## src/design/ttkm_pkg.sv

```systemverilog
// Shared types and constants of the tournament-tree k-way merge.
// Used by ttkm_ctrl, ttkm_datapath and tournament_tree_kway_merge.
package ttkm_pkg;

  // Fixed field widths of the stream words
  localparam int STAMP_W   = 63;
  localparam int PAY_W     = 64;
  localparam int LANE_FW   = 4;
  localparam int TDATA_I_W = 136;
  localparam int TDATA_O_W = 136;

  // Bit positions inside the input tdata word
  localparam int LANE_LSB  = 0;
  localparam int STAMP_LSB = LANE_LSB + LANE_FW;
  localparam int PAY_LSB   = STAMP_LSB + STAMP_W;
  localparam int ENDED_BIT = PAY_LSB + PAY_W;

  typedef enum logic {
    KIND_REFILL = 1'b0,
    KIND_POP    = 1'b1
  } kind_e;

  typedef enum logic [1:0] {
    ST_EVENT = 2'd0,
    ST_END   = 2'd1,
    ST_WAIT  = 2'd2
  } status_e;

  typedef enum logic [1:0] {
    S_IDLE,
    S_MERGE,
    S_POP
  } state_e;

  // Commands from the controller to the datapath
  typedef struct packed {
    logic    load;      // write the lane, seed the replay, read level-0 sibling
    logic    merge;     // compare one tree level, write the node, read next sibling
    logic    rd_pay;    // read the root winner's payload
    logic    out_load;  // capture the result word
    status_e st;        // status of the captured result
  } cmd_t;

  // Status from the datapath to the controller
  typedef struct packed {
    logic root_empty;   // overall winner holds no event
  } sts_t;

endpackage

```

## src/design/ttkm_ctrl.sv

```systemverilog
// Controller of the tournament-tree merge: handshakes, replay sequencing,
// refill wait tracking. Depends on ttkm_pkg.
module ttkm_ctrl import ttkm_pkg::*; #(
  parameter int LANES
) (
  input  logic                               clk_i,
  input  logic                               rst_ni,
  input  logic                               in_valid_i,
  output logic                               in_ready_o,
  input  kind_e                              in_kind_i,
  input  logic [LANE_FW-1:0]                 in_lane_i,
  output logic                               out_valid_o,
  input  logic                               out_ready_i,
  input  sts_t                               sts_i,
  input  logic [$clog2(LANES)-1:0]           root_lane_i,
  output cmd_t                               cmd_o,
  output logic [$clog2($clog2(LANES)+1)-1:0] lvl_o,
  output logic [$clog2(LANES)-1:0]           pend_lane_o
);

  localparam int LEVELS = $clog2(LANES);
  localparam int LW     = LEVELS;
  localparam int LVW    = $clog2(LEVELS + 1);

  state_e            state_q, state_d;
  logic [LVW-1:0]    lvl_q, lvl_d;
  logic              pend_q, pend_d;
  logic [LW-1:0]     pend_lane_q, pend_lane_d;
  status_e           st_q, st_d;
  logic              out_vld_q, out_vld_d;
  logic              lane_ok;
  logic [LW-1:0]     lane_in;

  assign lane_ok = (int'(in_lane_i) < LANES);
  assign lane_in = LW'(in_lane_i);

  // Hold control state
  always_ff @(posedge clk_i or negedge rst_ni) begin
    if (!rst_ni) begin
      state_q     <= S_IDLE;
      lvl_q       <= '0;
      pend_q      <= 1'b0;
      pend_lane_q <= '0;
      st_q        <= ST_EVENT;
      out_vld_q   <= 1'b0;
    end else begin
      state_q     <= state_d;
      lvl_q       <= lvl_d;
      pend_q      <= pend_d;
      pend_lane_q <= pend_lane_d;
      st_q        <= st_d;
      out_vld_q   <= out_vld_d;
    end
  end

  // Sequence refills and pops
  always_comb begin
    state_d        = state_q;
    lvl_d          = lvl_q;
    pend_d         = pend_q;
    pend_lane_d    = pend_lane_q;
    st_d           = st_q;
    out_vld_d      = out_vld_q;
    cmd_o.load     = 1'b0;
    cmd_o.merge    = 1'b0;
    cmd_o.rd_pay   = 1'b0;
    cmd_o.out_load = 1'b0;
    cmd_o.st       = st_q;

    // Drop the result word once taken
    if (out_vld_q && out_ready_i) begin
      out_vld_d = 1'b0;
    end

    unique case (state_q)
      S_IDLE: begin
        if (in_valid_i) begin
          if (in_kind_i == KIND_REFILL) begin
            // A lane beyond the tree is ignored
            if (lane_ok) begin
              cmd_o.load = 1'b1;
              lvl_d      = LVW'(1);
              state_d    = S_MERGE;
              if (pend_q && (lane_in == pend_lane_q)) begin
                pend_d = 1'b0;
              end
            end
          end else begin
            cmd_o.rd_pay = 1'b1;
            state_d      = S_POP;
            if (pend_q) begin
              st_d = ST_WAIT;
            end else if (sts_i.root_empty) begin
              st_d = ST_END;
            end else begin
              st_d        = ST_EVENT;
              pend_d      = 1'b1;
              pend_lane_d = root_lane_i;
            end
          end
        end
      end
      S_MERGE: begin
        cmd_o.merge = 1'b1;
        lvl_d       = lvl_q + LVW'(1);
        if (lvl_q == LVW'(LEVELS)) begin
          state_d = S_IDLE;
        end
      end
      S_POP: begin
        // Wait for the output register to free up
        if (!out_vld_q || out_ready_i) begin
          cmd_o.out_load = 1'b1;
          out_vld_d      = 1'b1;
          state_d        = S_IDLE;
        end
      end
      default: begin
        state_d = S_IDLE;
      end
    endcase
  end

  assign in_ready_o  = (state_q == S_IDLE);
  assign out_valid_o = out_vld_q;
  assign lvl_o       = lvl_q;
  assign pend_lane_o = pend_lane_q;

endmodule

```

## src/design/ttkm_datapath.sv

```systemverilog
// Datapath of the tournament-tree merge: lane stores, node winner memory,
// one node compare unit, root register and result word. Depends on ttkm_pkg.
module ttkm_datapath import ttkm_pkg::*; #(
  parameter int LANES
) (
  input  logic                               clk_i,
  input  logic                               rst_ni,
  input  cmd_t                               cmd_i,
  input  logic [$clog2($clog2(LANES)+1)-1:0] lvl_i,
  input  logic [$clog2(LANES)-1:0]           in_lane_i,
  input  logic [STAMP_W-1:0]                 in_stamp_i,
  input  logic [PAY_W-1:0]                   in_pay_i,
  input  logic                               in_ended_i,
  input  logic [$clog2(LANES)-1:0]           pend_lane_i,
  output sts_t                               sts_o,
  output logic [$clog2(LANES)-1:0]           root_lane_o,
  output status_e                            out_st_o,
  output logic [LANE_FW-1:0]                 out_lane_o,
  output logic [STAMP_W-1:0]                 out_stamp_o,
  output logic [PAY_W-1:0]                   out_pay_o
);

  localparam int LEVELS = $clog2(LANES);
  localparam int LW     = LEVELS;
  localparam int LVW    = $clog2(LEVELS + 1);
  localparam int LEAVES = 1 << LEVELS;
  localparam int NODES  = LEAVES - 1;

  typedef struct packed {
    logic [LW-1:0]      lane;
    logic               empty;
    logic [STAMP_W-1:0] stamp;
  } node_t;

  // Lane stores and node memory
  logic [STAMP_W-1:0] stamp_mem [LEAVES];
  logic [PAY_W-1:0]   pay_mem   [LEAVES];
  node_t              node_mem  [NODES];
  logic [LEAVES-1:0]  lane_empty_q;
  logic [NODES-1:0]   node_vld_q;
  node_t              root_q;

  // Replay registers
  logic [LW-1:0]      path_q;
  logic [LW-1:0]      run_lane_q;
  logic               run_empty_q;
  logic [STAMP_W-1:0] run_stamp_q;
  logic               sib_leaf_q;
  logic               sib_vld_q;
  logic [LW-1:0]      sib_lane_q;
  logic               sib_empty_q;
  logic [STAMP_W-1:0] leaf_rd_q;
  node_t              node_rd_q;
  logic [PAY_W-1:0]   pay_rd_q;

  // Result word
  status_e            out_st_q;
  logic [LANE_FW-1:0] out_lane_q;
  logic [STAMP_W-1:0] out_stamp_q;
  logic [PAY_W-1:0]   out_pay_q;

  logic [LW-1:0]      path_pos;
  logic [LW-1:0]      sib_pos;
  logic [LW:0]        lvl_base;
  logic [LW:0]        par_full;
  logic [LW:0]        sib_full;
  logic [LW-1:0]      par_h;
  logic [LW-1:0]      sib_h;
  logic               top_lvl;
  logic               use_reg;
  logic [LW-1:0]      sib_lane;
  logic               sib_empty;
  logic [STAMP_W-1:0] sib_stamp;
  logic               sib_wins;
  node_t              win;

  // Node addressing at the current level: heap base plus position
  assign path_pos = path_q >> lvl_i;
  assign sib_pos  = path_pos ^ LW'(1);
  assign lvl_base = (LW + 1)'(LEAVES) >> lvl_i;
  assign par_full = lvl_base - (LW + 1)'(1) + {1'b0, path_pos};
  assign sib_full = lvl_base - (LW + 1)'(1) + {1'b0, sib_pos};
  assign par_h    = par_full[LW-1:0];
  assign sib_h    = sib_full[LW-1:0];
  assign top_lvl  = (lvl_i == LVW'(LEVELS));

  // Select the sibling subtree's winner; unwritten nodes hold their leftmost leaf
  assign use_reg   = sib_leaf_q || !sib_vld_q;
  assign sib_lane  = use_reg ? sib_lane_q : node_rd_q.lane;
  assign sib_empty = use_reg ? sib_empty_q : node_rd_q.empty;
  assign sib_stamp = sib_leaf_q ? leaf_rd_q : node_rd_q.stamp;

  // Compare: an event beats an empty lane, then earlier stamp, then lower lane
  always_comb begin
    if (run_empty_q) begin
      sib_wins = !sib_empty || (sib_lane < run_lane_q);
    end else begin
      sib_wins = !sib_empty &&
                 ((sib_stamp < run_stamp_q) ||
                  ((sib_stamp == run_stamp_q) && (sib_lane < run_lane_q)));
    end
    if (sib_wins) begin
      win.lane  = sib_lane;
      win.empty = sib_empty;
      win.stamp = sib_stamp;
    end else begin
      win.lane  = run_lane_q;
      win.empty = run_empty_q;
      win.stamp = run_stamp_q;
    end
  end

  // Hold lane empty flags, node valid flags and the root winner
  always_ff @(posedge clk_i or negedge rst_ni) begin
    if (!rst_ni) begin
      lane_empty_q <= '1;
      node_vld_q   <= '0;
      root_q.lane  <= '0;
      root_q.empty <= 1'b1;
      root_q.stamp <= '0;
    end else begin
      if (cmd_i.load) begin
        lane_empty_q[in_lane_i] <= in_ended_i;
      end
      if (cmd_i.merge) begin
        if (top_lvl) begin
          root_q <= win;
        end else begin
          node_vld_q[par_h] <= 1'b1;
        end
      end
    end
  end

  // Write the memories
  always_ff @(posedge clk_i) begin
    if (cmd_i.load && !in_ended_i) begin
      stamp_mem[in_lane_i] <= in_stamp_i;
      pay_mem[in_lane_i]   <= in_pay_i;
    end
    if (cmd_i.merge && !top_lvl) begin
      node_mem[par_h] <= win;
    end
  end

  // Read the memories and advance the replay
  always_ff @(posedge clk_i) begin
    if (cmd_i.load) begin
      path_q      <= in_lane_i;
      run_lane_q  <= in_lane_i;
      run_empty_q <= in_ended_i;
      run_stamp_q <= in_stamp_i;
      sib_leaf_q  <= 1'b1;
      sib_lane_q  <= in_lane_i ^ LW'(1);
      sib_empty_q <= lane_empty_q[in_lane_i ^ LW'(1)];
      leaf_rd_q   <= stamp_mem[in_lane_i ^ LW'(1)];
    end
    if (cmd_i.merge) begin
      run_lane_q  <= win.lane;
      run_empty_q <= win.empty;
      run_stamp_q <= win.stamp;
      if (!top_lvl) begin
        sib_leaf_q  <= 1'b0;
        sib_vld_q   <= node_vld_q[sib_h];
        sib_lane_q  <= sib_pos << lvl_i;
        sib_empty_q <= 1'b1;
        node_rd_q   <= node_mem[sib_h];
      end
    end
    if (cmd_i.rd_pay) begin
      pay_rd_q <= pay_mem[root_q.lane];
    end
  end

  // Capture the result word
  always_ff @(posedge clk_i) begin
    if (cmd_i.out_load) begin
      out_st_q <= cmd_i.st;
      case (cmd_i.st)
        ST_EVENT: begin
          out_lane_q  <= LANE_FW'(pend_lane_i);
          out_stamp_q <= root_q.stamp;
          out_pay_q   <= pay_rd_q;
        end
        ST_WAIT: begin
          out_lane_q  <= LANE_FW'(pend_lane_i);
          out_stamp_q <= '0;
          out_pay_q   <= '0;
        end
        default: begin
          out_lane_q  <= '0;
          out_stamp_q <= '0;
          out_pay_q   <= '0;
        end
      endcase
    end
  end

  assign sts_o.root_empty = root_q.empty;
  assign root_lane_o      = root_q.lane;
  assign out_st_o         = out_st_q;
  assign out_lane_o       = out_lane_q;
  assign out_stamp_o      = out_stamp_q;
  assign out_pay_o        = out_pay_q;

endmodule

```

## src/design/tournament_tree_kway_merge.sv

```systemverilog
// Top level of the tournament-tree k-way merge: stream ports, controller
// and datapath. Depends on ttkm_pkg, ttkm_ctrl and ttkm_datapath.
//
// Merges up to LANES timestamped event sources with a winner tree. Each lane
// buffers one event. A refill word (tuser = 0) writes a lane's stamp and
// payload, or marks it exhausted, and replays its leaf-to-root path; it gives
// no result: the lane write comes first, then one compare per tree level
// through the single node compare unit, with the sibling winners read from
// the node memory one level ahead. A pop word (tuser = 1) gives one result:
// the earliest event and its lane (status 0), end when every lane is
// exhausted (status 1), or waiting with the awaited lane while the last
// given lane is not yet refilled (status 2). A pop reads the payload memory
// in the accepting cycle and then captures the result word, waiting while
// the previous result waits to be taken. Equal stamps go to the lower lane.
// No clearing pass is needed after reset. Refills of lanes at or beyond
// LANES are dropped.
module tournament_tree_kway_merge import ttkm_pkg::*; #(
  parameter int LANES = 16
) (
  input  logic                 clk_i,
  input  logic                 rst_ni,
  input  logic                 s_axis_tvalid,
  output logic                 s_axis_tready,
  // lane[3:0], stamp[66:4], payload[130:67], ended[131], zero fill [135:132]
  input  logic [TDATA_I_W-1:0] s_axis_tdata,
  // kind[0]
  input  logic                 s_axis_tuser,
  output logic                 m_axis_tvalid,
  input  logic                 m_axis_tready,
  // from_lane[3:0], out_stamp[66:4], out_payload[130:67], zero fill [135:131]
  output logic [TDATA_O_W-1:0] m_axis_tdata,
  // status[1:0]
  output logic [1:0]           m_axis_tuser
);

  localparam int LW  = $clog2(LANES);
  localparam int LVW = $clog2(LW + 1);

  cmd_t               cmd;
  sts_t               sts;
  logic [LVW-1:0]     lvl;
  logic [LW-1:0]      root_lane;
  logic [LW-1:0]      pend_lane;
  logic [LANE_FW-1:0] in_lane;
  status_e            out_st;
  logic [LANE_FW-1:0] out_lane;
  logic [STAMP_W-1:0] out_stamp;
  logic [PAY_W-1:0]   out_pay;

  assign in_lane = s_axis_tdata[STAMP_LSB-1:LANE_LSB];

  ttkm_ctrl #(
    .LANES (LANES)
  ) u_ctrl (
    .clk_i       (clk_i),
    .rst_ni      (rst_ni),
    .in_valid_i  (s_axis_tvalid),
    .in_ready_o  (s_axis_tready),
    .in_kind_i   (kind_e'(s_axis_tuser)),
    .in_lane_i   (in_lane),
    .out_valid_o (m_axis_tvalid),
    .out_ready_i (m_axis_tready),
    .sts_i       (sts),
    .root_lane_i (root_lane),
    .cmd_o       (cmd),
    .lvl_o       (lvl),
    .pend_lane_o (pend_lane)
  );

  ttkm_datapath #(
    .LANES (LANES)
  ) u_datapath (
    .clk_i       (clk_i),
    .rst_ni      (rst_ni),
    .cmd_i       (cmd),
    .lvl_i       (lvl),
    .in_lane_i   (LW'(in_lane)),
    .in_stamp_i  (s_axis_tdata[PAY_LSB-1:STAMP_LSB]),
    .in_pay_i    (s_axis_tdata[ENDED_BIT-1:PAY_LSB]),
    .in_ended_i  (s_axis_tdata[ENDED_BIT]),
    .pend_lane_i (pend_lane),
    .sts_o       (sts),
    .root_lane_o (root_lane),
    .out_st_o    (out_st),
    .out_lane_o  (out_lane),
    .out_stamp_o (out_stamp),
    .out_pay_o   (out_pay)
  );

  // Pack the result word
  assign m_axis_tdata = {(TDATA_O_W - PAY_W - STAMP_W - LANE_FW)'(0),
                         out_pay, out_stamp, out_lane};
  assign m_axis_tuser = out_st;

  // A refill never raises a result
  a_refill_silent: assert property (@(posedge clk_i) disable iff (!rst_ni)
    s_axis_tvalid && s_axis_tready && (s_axis_tuser == KIND_REFILL) && !m_axis_tvalid
    |=> !m_axis_tvalid)
    else $error("refill produced a result word");

  // A pop with a free output gives its result once the pop state captures the result word
  a_pop_result: assert property (@(posedge clk_i) disable iff (!rst_ni)
    s_axis_tvalid && s_axis_tready && (s_axis_tuser == KIND_POP) && !m_axis_tvalid
    |-> ##2 m_axis_tvalid)
    else $error("pop result did not appear");

  // A given event comes from an existing lane
  a_event_lane: assert property (@(posedge clk_i) disable iff (!rst_ni)
    m_axis_tvalid && (m_axis_tuser == ST_EVENT) |-> (int'(m_axis_tdata[3:0]) < LANES))
    else $error("event from a lane beyond the tree");

endmodule
```

## config.mk

```make
export PLATFORM = sky130hd
export DESIGN_NAME = tournament_tree_kway_merge
export DESIGN_NICKNAME = d
export VERILOG_FILES = /design/src/design/ttkm_pkg.sv /design/src/design/ttkm_ctrl.sv /design/src/design/ttkm_datapath.sv /design/src/design/tournament_tree_kway_merge.sv
export SDC_FILE = /design/constraint.sdc
export NUM_CORES = 2
export LEC_CHECK = 0
export BUFFER_PORTS_ARGS = -buffer_cell sky130_fd_sc_hd__buf_2
export CAP_MARGIN = 20
export CORE_UTILIZATION = 45
export DETAILED_ROUTE_END_ITERATION = 16
export HOLD_SLACK_MARGIN = 0.1
export PLACE_DENSITY = 0.68
export REMOVE_ABC_BUFFERS = 1
export SYNTH_ARGS = -nofsm -noshare
export SYNTH_HDL_FRONTEND = slang
export SYNTH_SLANG_ARGS = --single-unit
```

## constraint.sdc

```tcl
create_clock -name clk_i -period 20.7 [get_ports clk_i]
set_clock_uncertainty 0.15 [all_clocks]
set_input_delay 3.105 -clock clk_i [delete_from_list [all_inputs] [get_ports clk_i]]
set_output_delay 3.105 -clock clk_i [all_outputs]
set_load 0.05 [all_outputs]
```

==> report_table.html <==
<table>
<tr><th>Metric</th><th>Value</th></tr>
<tr><th colspan="2">Cells and area</th></tr>
<tr><td># nets final</td><td>6,831</td></tr>
<tr><td>Leading cell types in the layout, fill and taps excluded</td><td>3,453 x edfxtp_1, 916 x mux4_2, 357 x clkbuf_16, 266 x buf_2, 237 x nand2_1</td></tr>
<tr><td>Post-route insts no fill</td><td>10,900</td></tr>
<tr><td>Combined area of the multi-input logic cells</td><td>29,200 µm²</td></tr>
<tr><td>Fraction of layout instances using a drive strength above 1</td><td>0.297</td></tr>
<tr><td>Post-synthesis to final-layout area growth</td><td>13.3%</td></tr>
<tr><td>Final cell utilization of the core</td><td>0.513</td></tr>
<tr><td>Register cell area after layout</td><td>107,000 µm²</td></tr>
<tr><td>Fill count</td><td>23,200</td></tr>
<tr><td>Most common library cell in the layout ignoring fill and taps</td><td>edfxtp_1</td></tr>
<tr><th colspan="2">CTS</th></tr>
<tr><td>Sink Count</td><td>3,571</td></tr>
<tr><td>CTS hold repair buffers</td><td>0</td></tr>
<tr><td>Number of buffers created by CTS</td><td>352</td></tr>
<tr><td>Buffer type at the clock tree root</td><td>clkbuf_16</td></tr>
<tr><td>Clock-pin transition on the worst setup and hold timing paths</td><td>60 ps</td></tr>
<tr><td>Clock H-tree levels</td><td>5</td></tr>
<tr><td>Total setup buffers inserted after CTS</td><td>0</td></tr>
<tr><td>Max clock buf depth</td><td>4</td></tr>
<tr><td>Resized cells post-CTS</td><td>0</td></tr>
<tr><td>TritonCTS clock tree</td><td>done</td></tr>
<tr><td>Clk Latency, worst-skew pair</td><td>900 ps</td></tr>
<tr><th colspan="2">Place</th></tr>
<tr><td>Buffers on Ports</td><td>271</td></tr>
<tr><td>Placed Cells</td><td>10,200</td></tr>
<tr><td>DP Wirelength</td><td>177,000 µm</td></tr>
<tr><td>Final weighted congestion in routability-driven placement</td><td>0.837</td></tr>
<tr><th colspan="2">Timing</th></tr>
<tr><td>Actual transition at the worst max-transition pin</td><td>1220 ps</td></tr>
<tr><td>Fmax achieved</td><td>0.136 GHz</td></tr>
<tr><td>Min Clock Period, post-route</td><td>7370 ps</td></tr>
<tr><td>Total negative slack for setup checks</td><td>0 ps</td></tr>
<tr><td>Count of final setup violators</td><td>0</td></tr>
<tr><td>Slew Limit Fails</td><td>0</td></tr>
<tr><td>Fraction of the cycle the final worst path needs</td><td>0.356</td></tr>
<tr><td>Max transition margin</td><td>0.190</td></tr>
<tr><td>Hold Violations, Final</td><td>0</td></tr>
<tr><td>Unrepaired setup endpoints after global routing</td><td>false</td></tr>
<tr><th colspan="2">Route</th></tr>
<tr><td>Number of detailed-routing iterations run before antenna repair</td><td>7</td></tr>
<tr><td>DRC violation count after routing</td><td>0</td></tr>
<tr><td>Via count</td><td>65,200</td></tr>
<tr><td>Wire length after detailed routing</td><td>332,000 µm</td></tr>
<tr><td>Antenna viol nets, final</td><td>0</td></tr>
<tr><td>Vias per Instance</td><td>5.99</td></tr>
<tr><td>Violation count after the first detailed-route iteration</td><td>7,524</td></tr>
<tr><td>Detailed-route wire length per cell</td><td>30.5 µm</td></tr>
<tr><th colspan="2">Power</th></tr>
<tr><td>Part of the total power dissipated in combinational logic</td><td>0.345</td></tr>
<tr><td>Static leakage power</td><td>0.0495 µW</td></tr>
<tr><td>Power per Cell Area</td><td>170 nW/µm²</td></tr>
<tr><td>Internal</td><td>17,700 µW</td></tr>
<tr><td>Clock share of power</td><td>0.242</td></tr>
<tr><td>Switching Fraction</td><td>0.330</td></tr>
<tr><td>Maximum vdd drop</td><td>0.000298 V</td></tr>
<tr><td>Total net switching power</td><td>8720 µW</td></tr>
<tr><td>Sequential group share of total power</td><td>0.413</td></tr>
<tr><th colspan="2">Global route</th></tr>
<tr><td>Number of antenna violations at the first check in global routing</td><td>69</td></tr>
<tr><td>Total global routing overflow</td><td>0</td></tr>
<tr><td>Maximum number of pins on one net before global-route repair</td><td>116</td></tr>
<tr><td>Wire length of the first global-routing pass</td><td>474,000 µm</td></tr>
<tr><td>Vias in the first global route</td><td>66,300</td></tr>
<tr><td>Total routing usage reported by global routing</td><td>0.214</td></tr>
<tr><th colspan="2">Critical path</th></tr>
<tr><td>Worst reg-to-reg setup slack</td><td>13,700 ps</td></tr>
<tr><td>Reg2Reg Launch Point</td><td>u_datapath.sib_leaf_q</td></tr>
<tr><td>Worst setup path category</td><td>input pin to flip-flop</td></tr>
<tr><td>Data arrival at the endpoint of the critical path</td><td>7710 ps</td></tr>
<tr><td>Maximum fanout along the worst path</td><td>51</td></tr>
<tr><td>Critical path capture point type</td><td>flip-flop</td></tr>
<tr><td>Count of cells along the worst register-to-register path</td><td>12</td></tr>
<tr><td>Capture instance of the worst register-to-register path</td><td>u_datapath.node_mem[9][59]</td></tr>
<tr><td>Startpoint kind of the worst setup timing path</td><td>input pin</td></tr>
<tr><td>Endpoint required time on the critical path</td><td>21,040 ps</td></tr>
<tr><th colspan="2">Synthesis</th></tr>
<tr><td>Sequential-to-total area share from yosys stat</td><td>0.778</td></tr>
<tr><td>Most area-hungry cell type in the Yosys netlist</td><td>edfxtp_1</td></tr>
<tr><td>Number of standard cells after synthesis</td><td>6,156</td></tr>
<tr><td>Post-synth ARST share</td><td>0.0314</td></tr>
<tr><td>Most common flop cell mapped by yosys</td><td>edfxtp_1</td></tr>
<tr><td>Count of state elements after synthesis</td><td>3,571</td></tr>
<tr><td>Area of the mapped netlist</td><td>137,000 µm²</td></tr>
<tr><td>Cells taking the most area after synthesis</td><td>edfxtp_1 76%, mux4_2 15%, dfrtp_1 1.7%</td></tr>
<tr><td>Number of synthesized flops with an enable pin</td><td>3,453</td></tr>
<tr><td>Area share of the largest cell type after synthesis</td><td>0.756</td></tr>
<tr><td>Number of library cell types mapped by synthesis</td><td>61</td></tr>
<tr><td>Yosys synthesis warning count</td><td>0</td></tr>
<tr><td>Average instance area after synthesis</td><td>22.3 µm²</td></tr>
<tr><th colspan="2">Floorplan</th></tr>
<tr><td>Die boundary width</td><td>554 µm</td></tr>
<tr><td>Floorplan die area</td><td>307,000 µm²</td></tr>
<tr><td>Number of ports placed on the die boundary</td><td>281</td></tr>
<tr><td>Std-Cell Rows</td><td>202</td></tr>
<tr><td>Die Ht</td><td>554 µm</td></tr>
<tr><td>Starting utilization of the core area</td><td>0.452</td></tr>
<tr><td>Area of the core region</td><td>303,000 µm²</td></tr>
<tr><th colspan="2">Job</th></tr>
<tr><td>Number of maximum-capacitance violations</td><td>0</td></tr>
<tr><th colspan="2">Hold path</th></tr>
<tr><td>Hold crit path type</td><td>flip-flop to flip-flop</td></tr>
<tr><td>Hold Crit Start</td><td>u_datapath.node_vld_q[6]</td></tr>
<tr><td>Worst hold endpoint</td><td>u_datapath.node_vld_q[6]</td></tr>
<tr><td>Worst Hold Depth</td><td>1</td></tr>
<tr><th colspan="2">Status</th></tr>
<tr><td>Result of the run</td><td>finished, final reports clean</td></tr>
</table>
[synth_stat cells (2+ instances only)]
library cell  count
edfxtp_1       3453
mux4_2          916
nand2_1         238
clkbuf_1        230
nor2_1          140
o31ai_1         136
and2_1          127
dfrtp_1          95
o21ai_0          87
a21oi_1          83
inv_1            80
ha_1             76
mux2i_1          74
nor3_1           72
mux2_2           71
buf_1            47
buf_2            33
a21oi_2          30
dfstp_2          17
o21bai_1         16
nand3_1          12
nor2b_1          11
nand4_1          10
nand2b_1          8
a31oi_1           7
buf_4             7
xnor2_1           7
buf_6             6
dfxtp_1           6
xor2_1            6
nand3b_1          5
a211oi_1          4
a21o_1            4
o32ai_1           4
o211ai_1          3
or3_1             3
a2111oi_4         2
a211o_1           2
and3_1            2
and4_1            2
fa_1              2
inv_2             2
nor4_2            2
[stage by stage]
step / hold slack [ps] / cell area (µm²) / setup WS [ps] / total power, µW
after floorplan: 288 / 136000 / 4330 / 18400
after global placement: 303 / 144000 / 12060 / 19800
after CTS: 323 / 155000 / 13370 / 26500
after detailed placement: 310 / 144000 / 12430 / 20100
final: 323 / 155000 / 13330 / 26400
after global routing: 347 / 155000 / 13280 / 27400
[cell families after synthesis]
group                    count (synthesis)  share of synthesized area
flip-flops                            3571                      0.778
multiplexers                          1061                      0.162
AND/OR/NAND/NOR                        639                     0.0217
buffers and inverters                  405                     0.0119
AO/OA/AOI/OAI                          387                     0.0188
adder cells (fa/ha/maj)                 78                    0.00723
XOR/XNOR                                14                   0.000949
other                                    1                  0.0000273
[worst max-delay path by stage]
stage / start / endpoint / cells after the start
2_1_floorplan: u_ctrl.lvl_o[1] / u_datapath.node_mem[10][0] / 6
3_3_place_gp: s_axis_tdata[2] / u_datapath.pay_mem[13][0] / 6
3_5_place_dp: s_axis_tdata[2] / u_datapath.pay_mem[13][0] / 6
4_1_cts: s_axis_tdata[2] / u_datapath.pay_mem[13][47] / 6
5_1_grt: s_axis_tdata[2] / u_datapath.pay_mem[13][18] / 6
6_report: s_axis_tdata[2] / u_datapath.pay_mem[13][6] / 6
[power by group through the flow]
stage	clock network [µW]	registers, µW	logic (µW)
detailed placement	0	11000	9070
floorplan	0	11100	7260
global placement	0	11000	8860
CTS	6480	10900	9110
global route	6730	11000	9690
finish	6390	10900	9110
[worst max-delay path, cell delays in order]
cell	delay, ps
buf_4	680
buf_4	780
nand3_1	530
nor2_4	640
buf_4	770
buf_4	970
[per-layer routing]
metal  vias to the layer above  routed length, µm  track usage  part of all wire
met3                       586              29000       0.0445             0.087
met5                         -                336            0            0.0010
met4                        56               9940       0.0648             0.030
li1                      26600                  -            -                 -
met2                      3039             161000        0.347              0.49
met1                     34900             132000        0.294              0.40
[layout make-up]
class,instances,share of cell area
timing repair buffer,421,0.0173
inverter,82,0.00202
antenna,15,0.000242
sequential,3571,0.686
clock buffer,453,0.0619
clock inverter,181,0.0122
multi-input combinational,2184,0.188
tap,3978,0.0320
[state kept, by name, indices dropped and copies added (netlist names), 2 cells and up]
| name | cells |
|---|---|
| u_datapath.root_q | 63 |
| u_datapath.node_rd_q | 68 |
| u_datapath.node_vld_q | 15 |
| u_datapath.run_lane_q | 4 |
| u_datapath.leaf_rd_q | 63 |
| u_datapath.out_pay_o | 64 |
| u_ctrl.state_q | 2 |
| u_datapath.stamp_mem | 1008 |
| u_datapath.root_lane_o | 4 |
| u_datapath.node_mem | 1020 |
| u_datapath.pay_mem | 1024 |
| u_datapath.out_stamp_o | 63 |
| u_datapath.run_stamp_q | 63 |
| u_datapath.pay_rd_q | 64 |
| u_datapath.out_st_o | 2 |
| u_datapath.sib_lane_q | 4 |
| u_datapath.lane_empty_q | 16 |
| u_ctrl.pend_lane_o | 4 |
| u_ctrl.lvl_o | 3 |
| u_datapath.path_q | 4 |
| u_datapath.out_lane_o | 4 |
| u_ctrl.st_q | 2 |
Power figures use the tool's default switching activity.
